$ cat config.mk
export PLATFORM = sky130hd
export DESIGN_NAME = time_of_day_pump_scheduler
export DESIGN_NICKNAME = d
export VERILOG_FILES = /design/src/design/tdps_pkg.sv /design/src/design/time_of_day_pump_scheduler.sv
export SDC_FILE = /design/constraint.sdc
export NUM_CORES = 1
export LEC_CHECK = 0
export BUFFER_PORTS_ARGS = -buffer_cell sky130_fd_sc_hd__buf_2
export CAP_MARGIN = 20
export CORE_ASPECT_RATIO = 0.8
export CORE_MARGIN = 4
export CORE_UTILIZATION = 25
export DETAILED_ROUTE_END_ITERATION = 8
export PLACE_DENSITY = 0.38
export RECOVER_POWER = 25
export SYNTH_ARGS = -nofsm -noshare
export SYNTH_HDL_FRONTEND = slang
export SYNTH_SLANG_ARGS = --single-unit
$ cat constraint.sdc
create_clock -name clk -period 8.26 [get_ports clk]
set_input_delay 0.413 -clock clk [delete_from_list [all_inputs] [get_ports clk]]
set_output_delay 0.413 -clock clk [all_outputs]
set_load 0.005 [all_outputs]
$ cat src/design/tdps_pkg.sv
// Shared types and constants of the time-of-day pump scheduler.
package tdps_pkg;

	localparam int DEF_ENTRIES = 8;

	localparam int IN_DATA_W  = 88;
	localparam int OUT_DATA_W = 72;

	localparam logic [1:0] CMD_TICK  = 2'd0;
	localparam logic [1:0] CMD_WRITE = 2'd1;
	localparam logic [1:0] CMD_READ  = 2'd2;

	localparam logic [1:0] EV_NONE  = 2'd0;
	localparam logic [1:0] EV_START = 2'd1;
	localparam logic [1:0] EV_STOP  = 2'd2;

	localparam logic [1:0] NXT_NONE  = 2'd0;
	localparam logic [1:0] NXT_FOUND = 2'd1;
	localparam logic [1:0] NXT_OFF   = 2'd2;

	localparam logic [10:0]        MIN_PER_HOUR = 11'd60;
	localparam logic signed [12:0] MIN_PER_DAY  = 13'sd1440;
	localparam logic signed [12:0] DIFF_NONE    = 13'sd1441;
	localparam logic [7:0]         NO_MINUTE    = 8'hFF;
	localparam logic [25:0]        MS_PER_SEC   = 26'd1000;

	typedef struct packed {
		logic        active;
		logic [15:0] seconds;
		logic [5:0]  minute;
		logic [4:0]  hour;
	} entry_t;

	typedef enum logic [1:0] {
		ST_IDLE,
		ST_SCAN,
		ST_DRAIN,
		ST_DONE
	} st_t;

endpackage

$ cat src/design/time_of_day_pump_scheduler.sv
// Top level of the time-of-day pump scheduler: entry table memory and scan sequencer.
//
// Usage: commands enter on the s_ stream (tuser holds the command code), one result per
// command leaves on the m_ stream. The enable register is written through cfg_we and
// cfg_wdata while no command is in flight.
// A write command stores its entry in the table at the transfer edge. Every command then
// sweeps the table one entry a cycle through the single read port of the memory; the
// sweep counts enabled entries, finds the nearest future entry, picks the starting entry
// on a tick and captures the entry of a read command.
// The result is registered in DONE after the SCAN and DRAIN states; one command is in
// work at a time, so a new command is taken only after the previous result is loaded,
// at a pace set by the one-entry-a-cycle sweep of the table memory.
// The result sits in an output register; the next command is taken while it waits.
// When the receiver stalls with a result still held, a finished sweep holds until the
// register is free, and s_tready stays low meanwhile.
// Reset: the table reads as all zero and disabled (per-entry valid flops), the block is
// disabled, no watering runs and no minute has been checked yet. No clearing pass.
module time_of_day_pump_scheduler #(
	parameter int ENTRIES = tdps_pkg::DEF_ENTRIES
) (
	input  logic                             clk,
	input  logic                             arst_n,
	input  logic                             cfg_we,
	input  logic                             cfg_wdata,   // scheduler_enable
	input  logic                             s_tvalid,
	output logic                             s_tready,
	// time_ms, time_valid, now_hour, now_minute, soil_needs_water, slot, slot_hour,
	// slot_minute, slot_seconds, slot_active, zero fill
	input  logic [tdps_pkg::IN_DATA_W-1:0]   s_tdata,
	input  logic [1:0]                       s_tuser,     // command
	output logic                             m_tvalid,
	input  logic                             m_tready,
	// pump_event, pump_seconds, watering, next_status, next_hour, next_minute,
	// enabled_count, index_ok, read_hour, read_minute, read_seconds, read_active, zero fill
	output logic [tdps_pkg::OUT_DATA_W-1:0]  m_tdata
);

	localparam int AW = (ENTRIES > 1) ? $clog2(ENTRIES) : 1;
	localparam int CW = $clog2(ENTRIES + 1);

	tdps_pkg::st_t state_q, state_nx;

	tdps_pkg::entry_t mem [ENTRIES];
	logic [ENTRIES-1:0] entry_vld_q;

	logic             cfg_en_q;
	logic             busy_q;
	logic [31:0]      start_q;
	logic [25:0]      run_ms_q;
	logic [7:0]       last_min_q;

	logic [1:0]       cmd_q;
	logic [31:0]      time_q;
	logic [4:0]       hr_q;
	logic [5:0]       mn_q;
	logic             dry_q;
	logic [7:0]       slot_q;
	logic             ok_q;
	logic [10:0]      cur_q;
	logic             match_en_q;
	logic             stop_chk_q;

	logic [AW-1:0]    rd_addr_q;
	logic             vld_s1;
	logic             rvld_s1;
	logic [AW-1:0]    idx_s1;
	tdps_pkg::entry_t rd_data_s1;

	logic [CW-1:0]    cnt_q;
	logic             started_q;
	logic [1:0]       ev_q;
	logic [15:0]      pump_sec_q;
	logic             best_vld_q;
	logic signed [12:0] best_q;
	logic [4:0]       best_h_q;
	logic [5:0]       best_m_q;
	tdps_pkg::entry_t rd_ent_q;

	logic             m_tvalid_q;
	logic [tdps_pkg::OUT_DATA_W-1:0] m_tdata_q;

	logic             in_xfer;
	logic             issue_rd;
	logic             load_out;
	logic             last_rd;

	logic [1:0]       in_cmd;
	logic [31:0]      in_time;
	logic             in_valid;
	logic [4:0]       in_hr;
	logic [5:0]       in_mn;
	logic             in_dry;
	logic [7:0]       in_slot;
	tdps_pkg::entry_t in_ent;
	logic             in_ok;
	logic             in_match_en;

	tdps_pkg::entry_t ent;
	logic [10:0]      ent_min;
	logic signed [12:0] diff;
	logic signed [12:0] diff_adj;
	logic [31:0]      elapsed;
	logic             ent_hit;
	logic [1:0]       nxt_status;

	assign in_cmd         = s_tuser;
	assign in_time        = s_tdata[31:0];
	assign in_valid       = s_tdata[32];
	assign in_hr          = s_tdata[37:33];
	assign in_mn          = s_tdata[43:38];
	assign in_dry         = s_tdata[44];
	assign in_slot        = s_tdata[52:45];
	assign in_ent.hour    = s_tdata[57:53];
	assign in_ent.minute  = s_tdata[63:58];
	assign in_ent.seconds = s_tdata[79:64];
	assign in_ent.active  = s_tdata[80];

	assign in_ok       = in_slot < 8'(ENTRIES);
	assign in_match_en = (in_cmd == tdps_pkg::CMD_TICK) && !busy_q && cfg_en_q && in_valid &&
	                     ({2'b00, in_mn} != last_min_q);

	assign in_xfer = s_tvalid && s_tready;
	assign last_rd = rd_addr_q == AW'(ENTRIES - 1);

	always_comb begin
		state_nx = state_q;
		case (state_q)
			tdps_pkg::ST_IDLE: begin
				if (s_tvalid) state_nx = tdps_pkg::ST_SCAN;
			end
			tdps_pkg::ST_SCAN: begin
				if (last_rd) state_nx = tdps_pkg::ST_DRAIN;
			end
			tdps_pkg::ST_DRAIN: begin
				state_nx = tdps_pkg::ST_DONE;
			end
			tdps_pkg::ST_DONE: begin
				if (!m_tvalid_q || m_tready) state_nx = tdps_pkg::ST_IDLE;
			end
			default: begin
				state_nx = tdps_pkg::ST_IDLE;
			end
		endcase
	end

	always_comb begin
		s_tready = 1'b0;
		issue_rd = 1'b0;
		load_out = 1'b0;
		case (state_q)
			tdps_pkg::ST_IDLE: begin
				s_tready = 1'b1;
			end
			tdps_pkg::ST_SCAN: begin
				issue_rd = 1'b1;
			end
			tdps_pkg::ST_DONE: begin
				load_out = !m_tvalid_q || m_tready;
			end
			default: begin
				s_tready = 1'b0;
			end
		endcase
	end

	// table memory: write at the command transfer, sweep reads afterwards
	always_ff @(posedge clk) begin
		if (in_xfer && (in_cmd == tdps_pkg::CMD_WRITE) && in_ok) begin
			mem[in_slot[AW-1:0]] <= in_ent;
		end
		rd_data_s1 <= mem[rd_addr_q];
	end

	always_comb begin
		ent      = rvld_s1 ? rd_data_s1 : '0;
		ent_min  = 11'(ent.hour) * tdps_pkg::MIN_PER_HOUR + 11'(ent.minute);
		diff     = $signed({2'b00, ent_min}) - $signed({2'b00, cur_q});
		diff_adj = (diff <= 13'sd0) ? diff + tdps_pkg::MIN_PER_DAY : diff;
		elapsed  = time_q - start_q;
		ent_hit  = match_en_q && !started_q && ent.active && dry_q &&
		           (ent.hour == hr_q) && (ent.minute == mn_q);
	end

	always_ff @(posedge clk) begin
		if (in_xfer) begin
			cmd_q      <= in_cmd;
			time_q     <= in_time;
			hr_q       <= in_hr;
			mn_q       <= in_mn;
			dry_q      <= in_dry;
			slot_q     <= in_slot;
			ok_q       <= in_ok;
			cur_q      <= 11'(in_hr) * tdps_pkg::MIN_PER_HOUR + 11'(in_mn);
			match_en_q <= in_match_en;
		end
		idx_s1 <= rd_addr_q;
	end

	always_ff @(posedge clk or negedge arst_n) begin
		if (!arst_n) begin
			state_q     <= tdps_pkg::ST_IDLE;
			cfg_en_q    <= 1'b0;
			entry_vld_q <= '0;
			busy_q      <= 1'b0;
			start_q     <= '0;
			run_ms_q    <= '0;
			last_min_q  <= tdps_pkg::NO_MINUTE;
			stop_chk_q  <= 1'b0;
			rd_addr_q   <= '0;
			vld_s1      <= 1'b0;
			rvld_s1     <= 1'b0;
			cnt_q       <= '0;
			started_q   <= 1'b0;
			ev_q        <= tdps_pkg::EV_NONE;
			pump_sec_q  <= '0;
			best_vld_q  <= 1'b0;
			best_q      <= tdps_pkg::DIFF_NONE;
			best_h_q    <= '0;
			best_m_q    <= '0;
			rd_ent_q    <= '0;
			m_tvalid_q  <= 1'b0;
			m_tdata_q   <= '0;
		end else begin
			state_q <= state_nx;
			vld_s1  <= issue_rd;
			rvld_s1 <= entry_vld_q[rd_addr_q];

			if (cfg_we) cfg_en_q <= cfg_wdata;

			if (in_xfer) begin
				if ((in_cmd == tdps_pkg::CMD_WRITE) && in_ok) begin
					entry_vld_q[in_slot[AW-1:0]] <= 1'b1;
				end
				if (in_match_en) last_min_q <= {2'b00, in_mn};
				stop_chk_q <= (in_cmd == tdps_pkg::CMD_TICK) && busy_q;
				rd_addr_q  <= '0;
				cnt_q      <= '0;
				started_q  <= 1'b0;
				ev_q       <= tdps_pkg::EV_NONE;
				pump_sec_q <= '0;
				best_vld_q <= 1'b0;
				best_q     <= tdps_pkg::DIFF_NONE;
				best_h_q   <= '0;
				best_m_q   <= '0;
				rd_ent_q   <= '0;
			end

			if (issue_rd && !last_rd) rd_addr_q <= rd_addr_q + AW'(1);

			// stop check on the first sweep cycle
			if (stop_chk_q) begin
				stop_chk_q <= 1'b0;
				if (elapsed >= {6'd0, run_ms_q}) begin
					busy_q <= 1'b0;
					ev_q   <= tdps_pkg::EV_STOP;
				end
			end

			if (vld_s1) begin
				if (ent.active) cnt_q <= cnt_q + CW'(1);
				if (ent_hit) begin
					started_q  <= 1'b1;
					busy_q     <= 1'b1;
					start_q    <= time_q;
					run_ms_q   <= 26'(ent.seconds) * tdps_pkg::MS_PER_SEC;
					ev_q       <= tdps_pkg::EV_START;
					pump_sec_q <= ent.seconds;
				end
				if (ent.active && (diff_adj < best_q)) begin
					best_vld_q <= 1'b1;
					best_q     <= diff_adj;
					best_h_q   <= ent.hour;
					best_m_q   <= ent.minute;
				end
				if ((cmd_q == tdps_pkg::CMD_READ) && ok_q && (idx_s1 == slot_q[AW-1:0])) begin
					rd_ent_q <= ent;
				end
			end

			if (load_out) begin
				m_tvalid_q <= 1'b1;
				m_tdata_q  <= {7'd0,
				               rd_ent_q.active, rd_ent_q.seconds,
				               rd_ent_q.minute, rd_ent_q.hour,
				               ok_q && ((cmd_q == tdps_pkg::CMD_WRITE) ||
				                        (cmd_q == tdps_pkg::CMD_READ)),
				               4'(cnt_q),
				               best_m_q & {6{nxt_status == tdps_pkg::NXT_FOUND}},
				               best_h_q & {5{nxt_status == tdps_pkg::NXT_FOUND}},
				               nxt_status, busy_q, pump_sec_q, ev_q};
			end else if (m_tready) begin
				m_tvalid_q <= 1'b0;
			end
		end
	end

	assign nxt_status = !cfg_en_q ? tdps_pkg::NXT_OFF :
	                    (best_vld_q ? tdps_pkg::NXT_FOUND : tdps_pkg::NXT_NONE);

	assign m_tvalid = m_tvalid_q;
	assign m_tdata  = m_tdata_q;

	ap_start_busy: assert property (@(posedge clk) disable iff (!arst_n)
		(load_out && (ev_q == tdps_pkg::EV_START)) |-> busy_q)
		else $error("start event without watering");

	ap_stop_idle: assert property (@(posedge clk) disable iff (!arst_n)
		(load_out && (ev_q == tdps_pkg::EV_STOP)) |-> !busy_q)
		else $error("stop event while watering");

	ap_cnt_range: assert property (@(posedge clk) disable iff (!arst_n)
		32'(cnt_q) <= ENTRIES)
		else $error("enabled count exceeds table size");

	ap_sweep_state: assert property (@(posedge clk) disable iff (!arst_n)
		vld_s1 |-> ((state_q == tdps_pkg::ST_SCAN) || (state_q == tdps_pkg::ST_DRAIN)))
		else $error("read data outside the sweep");

endmodule

==> metrics.md <==
| Metric | Value |
|---|---|
| Layout cells sized above 1 | `18.7%` |
| Gpl congestion | `0.756` |
| Largest net degree at the start of global routing | `130` |
| Final min period | `7.50 ns` |
| Min-Delay Path Class | `primary input to flip-flop` |
| Initial antenna violation count | `3` |
| Row cnt | `106` |
| FILL cells | `10700` |
| Setup WS pre-CTS | `0.621 ns` |
| Wire length on met2 | `32.1 mm` |
| WL final | `69.6 mm` |
| Worst R2R Setup Slack | `0.76 ns` |
| CTS Buffer Depth | `3` |
| Starting Density | `25.4%` |
| Crit Path Category | `flip-flop to flip-flop` |
| Top Layer Used | `met5` |
| Asr flop ratio synth | `41.3%` |
| CP startpoint | `rvld_s1` |
| Via count | `16400` |
| Finished Core Util | `30.2%` |
| Worst Skew | `0.0621 ns` |
| DRT Pass-1 Iters | `5` |
| Synth-to-Final Area Change | `19.1%` |
| Max_slew headroom | `-273%` |
| Status | `complete, but fails checks` |
| Total gr overflow | `0` |
| CTS H-tree lvls | `2` |
| Metal1 wirelength | `33.7 mm` |
| YS warnings | `0` |
| Setup crit end kind | `flip-flop` |
| CP max stage cell | `or4b_4` |
| Worst Setup EP | `best_m_q[4]` |
| Violation count after the first detailed-route iteration | `796` |
| Part of the Yosys area used for sequential elements | `55.1%` |
| Core area | `105000 µm²` |
| P per Cell Area | `236 nW/µm²` |
| TritonCTS Buffers | `59` |
| Tot Pwr | `7500 µW` |
| Register Area | `14700 µm²` |
| CP required | `8.78 ns` |
| Max stage delay on crit path | `0.60 ns` |
| Capturing point of the worst reg2reg path | `best_m_q[4]` |
| Total negative slack | `0 ns` |
| Area of the multi-input gates | `11100 µm²` |
| DP Wirelength | `47.6 mm` |
| Worst endpoint data arrival time | `8.02 ns` |
| Cells after Synth | `2058` |
| Post-synth EDFFs | `284` |
| DRT antenna net count | `0` |
| DR WL met3 | `2.57 mm` |
| MaxCap Viol Count | `1` |
| Slew @ Worst Pin | `5.60 ns` |
| Count of input and output buffers | `155` |
| RSZ-0062 raised after global routing | `false` |
| Hold WS | `0.102 ns` |
| Final hold viol count | `0` |
| Clock tree sinks | `537` |
| Total track usage | `12.4%` |
| Final WS setup | `0.758 ns` |
| Cells on worst reg2reg path | `30` |
| Top FF cell, synth | `edfxtp_1` |
| Worst-path fanout max | `32` |
| Synth Cell Area | `26700 µm²` |
| Synth Area per Inst | `13.0 µm²` |
| Crit share post-route | `90.8%` |
| Avg WL per Cell | `18.6 µm` |
| Slew Limit Fails | `95` |
| Cell mode on critical path | `ha_1` |
| Vias in the first global route | `17500` |
| FF+latch count, synth | `537` |
| Die Ht | `300 µm` |
| FMAX | `133 MHz` |
| Residual DRC | `0` |
| Failing checks | `max-capacitance violations, max-slew violations` |
| Via density | `4.39` |
| Die width | `374 µm` |
| Clk Latency, worst-skew pair | `0.66 ns` |
| Global-route wire length before repair | `108 mm` |
| Clock slew at reported path FFs | `0.07 ns` |
| CTS tree | `done` |
| Static Leak | `0.0134 µW` |
| Root buffer cell | `clkbuf_16` |
| Die ar. | `112000 µm²` |
| Type of element launching the critical path | `flip-flop` |
| Final-report setup violation count | `0` |
| Synth unique cells | `78` |
| Ports | `170` |
| Nets@finish | `2623` |
| Critical R2R Launch | `rvld_s1` |
| Maximum vdd ir drop | `0.151 mV` |
[synth_stat cells, types with 10 or more instances]
library cell	n	share of area (%)
xnor2_1	50	1.6
fa_1	70	5.2
nor2b_1	11	0.26
or2_2	12	0.28
o21a_1	18	0.51
o21ai_0	151	2.8
dfrtp_1	210	20
buf_1	16	0.22
mux4_2	58	4.9
mux2_2	91	3.8
edfxtp_1	284	32
a21oi_1	77	1.4
dfstp_2	12	1.2
nor2_1	40	0.56
o21bai_1	10	0.28
nand3_1	93	1.7
a22o_1	13	0.43
nor3_1	21	0.39
nand2b_1	13	0.30
ha_1	171	8.0
inv_1	180	2.5
nand2_1	141	2.0
clkbuf_1	58	0.81
a21o_1	42	1.2
dfxtp_1	31	2.3
xor2_1	41	1.3
nand4_1	11	0.26
[where the power goes]
part           total (µW)  switching, µW  internal, µW
combinational        1560            814           744
clock                2710           1160          1550
sequential           3230            192          3040
[layer usage]
| metal | track usage (%) | vias to the layer above |
|---|---|---|
| met2 | 20.3 | 252 |
| met1 | 17.4 | 8241 |
| met5 | 0 | - |
| met3 | 2.09 | 81 |
| met4 | 2.39 | 2 |
| li1 | - | 7853 |
[cell usage in the layout, fill, tap and decap left out, types with 13 or more instances in the layout]
cell,n
inv_1,179
o21a_1,18
edfxtp_1,284
mux2_2,91
a22o_1,13
a21o_1,42
buf_4,23
a21oi_1,77
nor2_1,38
fa_1,70
nor3_1,17
buf_2,106
clkbuf_16,60
nand2_1,138
nand2b_1,13
dlygate4sd3_1,65
mux4_2,58
xnor2_1,50
o21ai_0,151
clkbuf_1,60
xor2_1,41
dfxtp_1,31
nand3_1,93
ha_1,171
dfrtp_1,207
[critical path, delay by kind of cell, from the launching register on]
kind	cells	cell delay (ns)
and+or+nand+nor	9	1.74
xor gates and xnor gates	2	0.44
DFF	1	0.41
adders and majority gates	6	2.27
muxes	1	0.26
buffers and inverters	4	0.53
AOI/OAI and AO/OA	8	1.68
[state kept, by name (all words and copies together), names as in the netlist, 2 cells and up]
register,flops
best_h_q,5
best_m_q,6
best_q,13
cmd_q,2
cnt_q,4
cur_q,9
entry_vld_q,8
ev_q,2
hr_q,5
idx_s1,3
last_min_q,7
m_tdata,65
mem,224
mn_q,6
pump_sec_q,16
rd_addr_q,3
rd_data_s1,28
rd_ent_q,28
run_ms_q,23
slot_q,3
start_q,32
state_q,2
time_q,32
[kinds of logic (layout without fill, tap and decap cells)]
family	count (synthesis)	after routing	synth area share, %
adders and majority gates	241	241	13.2
buffers and inverters	263	536	3.82
and+or+nand+nor	391	391	7.12
AOI/OAI and AO/OA	381	381	8.86
DFF	537	537	55.1
other	1	8	0.0140
xor gates and xnor gates	92	92	3.04
muxes	152	152	8.83
[final cells by class]
cell class / instances / share of cell area [%]
flip-flops and latches: 537 / 46.3
multi-input cells: 1264 / 34.8
well taps: 1404 / 5.52
clock buffers: 83 / 5.36
repair buffers: 244 / 4.89
inverters: 180 / 2.13
clock inverters: 29 / 1.02
diodes: 1 / 0.00786
[how the worst min path moves through the flow]
| stage | start | to | slack (ns) | cells past startpoint |
|---|---|---|---|---|
| 2_1_floorplan | arst_n | best_h_q[0] | 0.12 | 0 |
| 3_3_place_gp | entry_vld_q[7] | entry_vld_q[7] | 0.45 | 1 |
| 3_5_place_dp | entry_vld_q[5] | entry_vld_q[5] | 0.46 | 1 |
| 4_1_cts | s_tdata[45] | slot_q[0] | 0.006 | 1 |
| 5_1_grt | m_tready | m_tvalid | 0.08 | 3 |
| 6_report | m_tready | m_tvalid | 0.10 | 3 |
[repair_timing]
action	CTS	global route
hold buffers	65	0
setup endpoints to repair	0	9
endpoints found under the hold margin	297	0
gates resized for setup	0	1
buffers inserted	0	0
[stage by stage]
step | instance area (µm²) | instances
after floorplan | 26800 | 2064
after global placement | 29200 | 3564
after detailed placement | 29200 | 3564
after CTS | 31900 | 3741
after global routing | 31800 | 3742
final | 31800 | 3742
Power figures use the tool's default switching activity.
